### config.mk
export PLATFORM = sky130hd
export DESIGN_NAME = lpt_word_scan
export DESIGN_NICKNAME = d
export VERILOG_FILES = /design/src/hdl/lpt_pkg.sv /design/src/hdl/lpt_word_scan.sv
export SDC_FILE = /design/constraint.sdc
export NUM_CORES = 1
export LEC_CHECK = 0
export BUFFER_PORTS_ARGS = -buffer_cell sky130_fd_sc_hd__buf_2
export CORE_ASPECT_RATIO = 0.7
export CORE_UTILIZATION = 34
export DETAILED_ROUTE_END_ITERATION = 8
export PLACE_DENSITY_LB_ADDON = 0.15
export SYNTH_ARGS = -nofsm -noshare
export SYNTH_HDL_FRONTEND = slang
export SYNTH_SLANG_ARGS = --single-unit
### constraint.sdc
create_clock -name vclk -period 5.1
set_input_delay 0.255 -clock vclk [all_inputs]
set_output_delay 0.255 -clock vclk [all_outputs]
set_load 0.02 [all_outputs]
### src/hdl/lpt_pkg.sv
// Shared constants and types of the lane point tracker.
`timescale 1ns / 1ps
`default_nettype none

package lpt_pkg;

  localparam int WORD_PIXELS   = 64;
  localparam int IMAGE_COLS    = 768;
  localparam int IMAGE_ROWS    = 512;
  localparam int WORDS_PER_ROW = (IMAGE_COLS + WORD_PIXELS - 1) / WORD_PIXELS;
  localparam int STORE_DEPTH   = IMAGE_ROWS * WORDS_PER_ROW;
  localparam int ADDR_W        = $clog2(STORE_DEPTH);

  localparam int CENTER_COL    = 384;
  localparam int TARGET_LEFT   = 238;
  localparam int TARGET_RIGHT  = 529;
  localparam int FIRST_ROW     = 500;
  localparam int BAND_MAIN     = 448;
  localparam int BAND_ALT      = 320;
  localparam int SPAN_LOW      = 128;
  localparam int SPAN_WIDTH    = 512;
  localparam int TRUST_NEEDED  = 5;

  localparam int CENTER_WORD   = CENTER_COL / WORD_PIXELS;
  localparam int SPAN_WORD_LO  = SPAN_LOW / WORD_PIXELS;
  localparam int SPAN_WORD_HI  = (SPAN_LOW + SPAN_WIDTH) / WORD_PIXELS - 1;

  localparam logic [2:0] REG_POINT_COUNT  = 3'd0;
  localparam logic [2:0] REG_HALF_WIDTH   = 3'd1;
  localparam logic [2:0] REG_ROW_STEP     = 3'd2;
  localparam logic [2:0] REG_SMOOTH_LIMIT = 3'd3;
  localparam logic [2:0] REG_FOLLOW_MODE  = 3'd4;

  localparam logic [1:0] FOLLOW_MID   = 2'd0;
  localparam logic [1:0] FOLLOW_LEFT  = 2'd1;
  localparam logic [1:0] FOLLOW_RIGHT = 2'd2;

  typedef logic [9:0]         col_t;
  typedef logic signed [11:0] pos_t;
  typedef logic signed [5:0]  wd_t;

  typedef struct packed {
    wd_t  wd;
    pos_t lo;
    pos_t hi;
    logic from_high;
  } scan_req_t;

  typedef struct packed {
    logic hit;
    col_t col;
  } scan_res_t;

endpackage

`default_nettype wire

### src/hdl/lpt_word_scan.sv
// Finds the first set bit of one word inside a column window, from either end.
`timescale 1ns / 1ps
`default_nettype none

module lpt_word_scan
  import lpt_pkg::*;
(
  input  wire logic [WORD_PIXELS-1:0] data,
  input  wire scan_req_t              req,
  output scan_res_t                   res
);

  pos_t                   base;
  pos_t                   lo_off;
  pos_t                   hi_off;
  logic [WORD_PIXELS-1:0] mask;
  logic [5:0]             pos;

  always_comb begin
    base   = {req.wd, 6'b0};
    lo_off = req.lo - base;
    hi_off = req.hi - base;
    for (int b = 0; b < WORD_PIXELS; b++) begin
      mask[b] = data[b] && ($signed(12'(b)) >= lo_off) && ($signed(12'(b)) <= hi_off);
    end
    pos = '0;
    if (req.from_high) begin
      for (int b = 0; b < WORD_PIXELS; b++) begin
        if (mask[b]) begin
          pos = 6'(b);
        end
      end
    end else begin
      for (int b = WORD_PIXELS - 1; b >= 0; b--) begin
        if (mask[b]) begin
          pos = 6'(b);
        end
      end
    end
    res.hit = |mask;
    res.col = 10'(base + $signed({6'b0, pos}));
  end

endmodule

`default_nettype wire

==> flow_metrics.env <==
export IMPL_run_status="finished, final reports clean"
export IMPL_fin_cells=995
export IMPL_pre_cts_ws_ps=59.15
export IMPL_hpwl_um=21100
export IMPL_num_vias=6823
export IMPL_powerDensity_nw_per_um2=224.9
export IMPL_gp_congestion=1.052
export IMPL_regArea_sq_um=0
export IMPL_hold_worst_slack_ps=744.4
export IMPL_critical_path_class="in2out"
export IMPL_hold_end="res[8]"
export IMPL_fin_crit_ps=4994
export IMPL_die_x_um=141.8
export IMPL_std_cell_rows=35
export IMPL_antenna_found_initial=0
export IMPL_cp_data_arrival_time_ps=4740
export IMPL_ir_drop_v=0.00009235
export IMPL_synth_top_area_share_pct=7.101
export IMPL_hp_class="in2out"
export IMPL_yosys_top_cells_area="o21ai_0 (7.1%), a21oi_1 (5.8%), nor2_1 (5.2%)"
export IMPL_yosys_warnings=0
export IMPL_yosys_area_share_simple_pct=33.92
export IMPL_dpl_cell_count=995
export IMPL_ios=106
export IMPL_slew_viol_final=0
export IMPL_synthMuxAreaShare_pct=0
export IMPL_ys_seq_area_share_pct=0
export IMPL_die_area_sq_um=14160
export IMPL_worst_slack_ps=106.2
export IMPL_hold_violations=0
export IMPL_die_h_um=99.87
export IMPL_diodes=0
export IMPL_ant_nets=0
export IMPL_synth_top_area_cell="o21ai_0"
export IMPL_grt_pass1_wl_um=38050
export IMPL_p_leak_uw=0.002015
export IMPL_synth_area_per_cell_sq_um=6.338
export IMPL_syn_num_nets=841
export IMPL_final_setup_viol_count=0
export IMPL_vias_per_cell=6.857
export IMPL_wl_um=26120
export IMPL_cp_max_fo=18
export IMPL_initial_core_util_pct=35.06
export IMPL_post_drt_wl_per_cell_um=26.25
export IMPL_synthAdderAreaFrac_pct=3.550
export IMPL_tns_ps=0
export IMPL_nFillCells=1439
export IMPL_tightest_slew_ps=871.3
export IMPL_portBuffers=106
export IMPL_syn_area_sq_um=4652
export IMPL_first_global_vias=6095
export IMPL_nets=919
export IMPL_flops_and_latches=0
export IMPL_totalPowerFinal_uw=1214
export IMPL_final_cell_mix="buf_2 (106), o21ai_0 (66), nor2_1 (65)"
export IMPL_grt_max_degree=43
export IMPL_clkbuf_count=0
export IMPL_drive_gt1_share_pct=23.09
export IMPL_synth_top_family_by_area="compound AO/OA/AOI/OAI gates"
export IMPL_drt_iter0_markers=1026
export IMPL_holdPathStages=2
export IMPL_final_common_cell="buf_2"
export IMPL_rsz0062_at_grt="false"
export IMPL_relSlewSlack_pct=40.41
export IMPL_startpoint_type="input pin"
export IMPL_track_usage_pct=35.87
export IMPL_first_pass_iters=5
export IMPL_hp_start="req[27]"
export IMPL_ctsHoldBuffers=0
export IMPL_synth_compound_area_share_pct=52.74
export IMPL_synth_distinct_cells=84
export IMPL_max_cap_violations=0
export IMPL_grt_overflow_total=0
export IMPL_synth_xor_area_share_pct=2.259
export IMPL_drc=0
export IMPL_period_share_pct=97.92
export IMPL_area_growth_pct=16.06
export IMPL_crit_required_ps=4850
export IMPL_endpoint_kind="output pin"
export IMPL_syn_inst=734
export IMPL_coreArea_sq_um=13270
export IMPL_fmax_ghz=0.2003
## critical path, cell delays in order
cell and delay (ps):
buf_2 130, ha_1 210, fa_1 390, nand2b_1 170
a21oi_2 210, xor2_2 560, buf_4 300, buf_4 210
a2111oi_0 120, o211a_1 270, o21a_1 250, a21o_1 180
a2111oi_0 600, o21ai_1 230, a221oi_1 350, a211o_1 130
buf_2 150
## synthesized netlist by cell type (8+ instances only)
cell,instances
o21ai_0,66
nor2_1,65
a21oi_1,54
nand2_1,54
nor3_1,36
nand3_1,33
buf_2,28
clkbuf_1,24
o2111a_1,20
a2111oi_0,17
and2_1,17
inv_1,16
nand4_1,16
o21a_1,16
o2111ai_1,15
a21o_1,13
o221a_2,12
nand2b_1,11
ha_1,10
o211ai_1,10
a211oi_1,9
o221ai_1,9
o31ai_1,9
a21boi_0,8
a31oi_1,8
nor4_1,8
o41ai_1,8
or2_2,8
or3_1,8
xor2_1,8
## worst max path at each step
stage,endpoint,from,cells past startpoint,slack (ps)
after floorplan,res[5],req[7],14,1320
after global placement,res[1],req[25],16,30
after detailed placement,res[1],req[25],16,60
after CTS,res[1],req[25],16,2
after global routing,res[1],req[25],17,6
final,res[1],req[25],17,110
## timing repair
action	4_1_cts	5_1_grt
hold endpoints to repair	0	0
setup buffers	0	0
setup endpoints to repair	0	1
resized for setup	0	2
## layer usage
metal / share of wire, % / routed length (um) / global-route usage [%] / up-vias
li1: - / - / - / 3079
met1: 46 / 11960 / 53.66 / 3245
met4: 1.5 / 394 / 5.459 / 0
met2: 40 / 10570 / 53.35 / 469
met5: 0 / 0 / 0 / -
met3: 12 / 3189 / 6.775 / 30
## cell families (layout without fill, tap and decap cells)
| logic type | count (synthesis) | after routing |
|---|---|---|
| buffers and inverters | 78 | 154 |
| XOR/XNOR | 12 | 12 |
| AO/OA/AOI/OAI | 330 | 330 |
| AND/OR/NAND/NOR | 302 | 302 |
| adder cells (fa/ha/maj) | 12 | 12 |
## final cells by class
type                       count  area [sq um]  area share [%]
inverter                      16         60.06           1.112
multi-input combinational    656          4324           80.09
timing repair buffer         138         783.3           14.51
tap                          185         231.5           4.287
## where the power goes
part / total [uW] / internal [uW] / leakage, uW / switching [uW]
sequential: 0 / 0 / 0 / 0
clock: 0 / 0 / 0 / 0
combinational: 1210 / 418 / 0.00202 / 796
total: 1210 / 418 / 0.00202 / 796
## through the flow
step / area, sq um / utilization, %
2_1_floorplan: 4652 / -
3_3_place_gp: 5393 / 40.64
3_5_place_dp: 5393 / 40.64
4_1_cts: 5393 / 40.64
5_1_grt: 5399 / 40.69
6_report: 5399 / 40.69
Power figures use the tool's default switching activity.
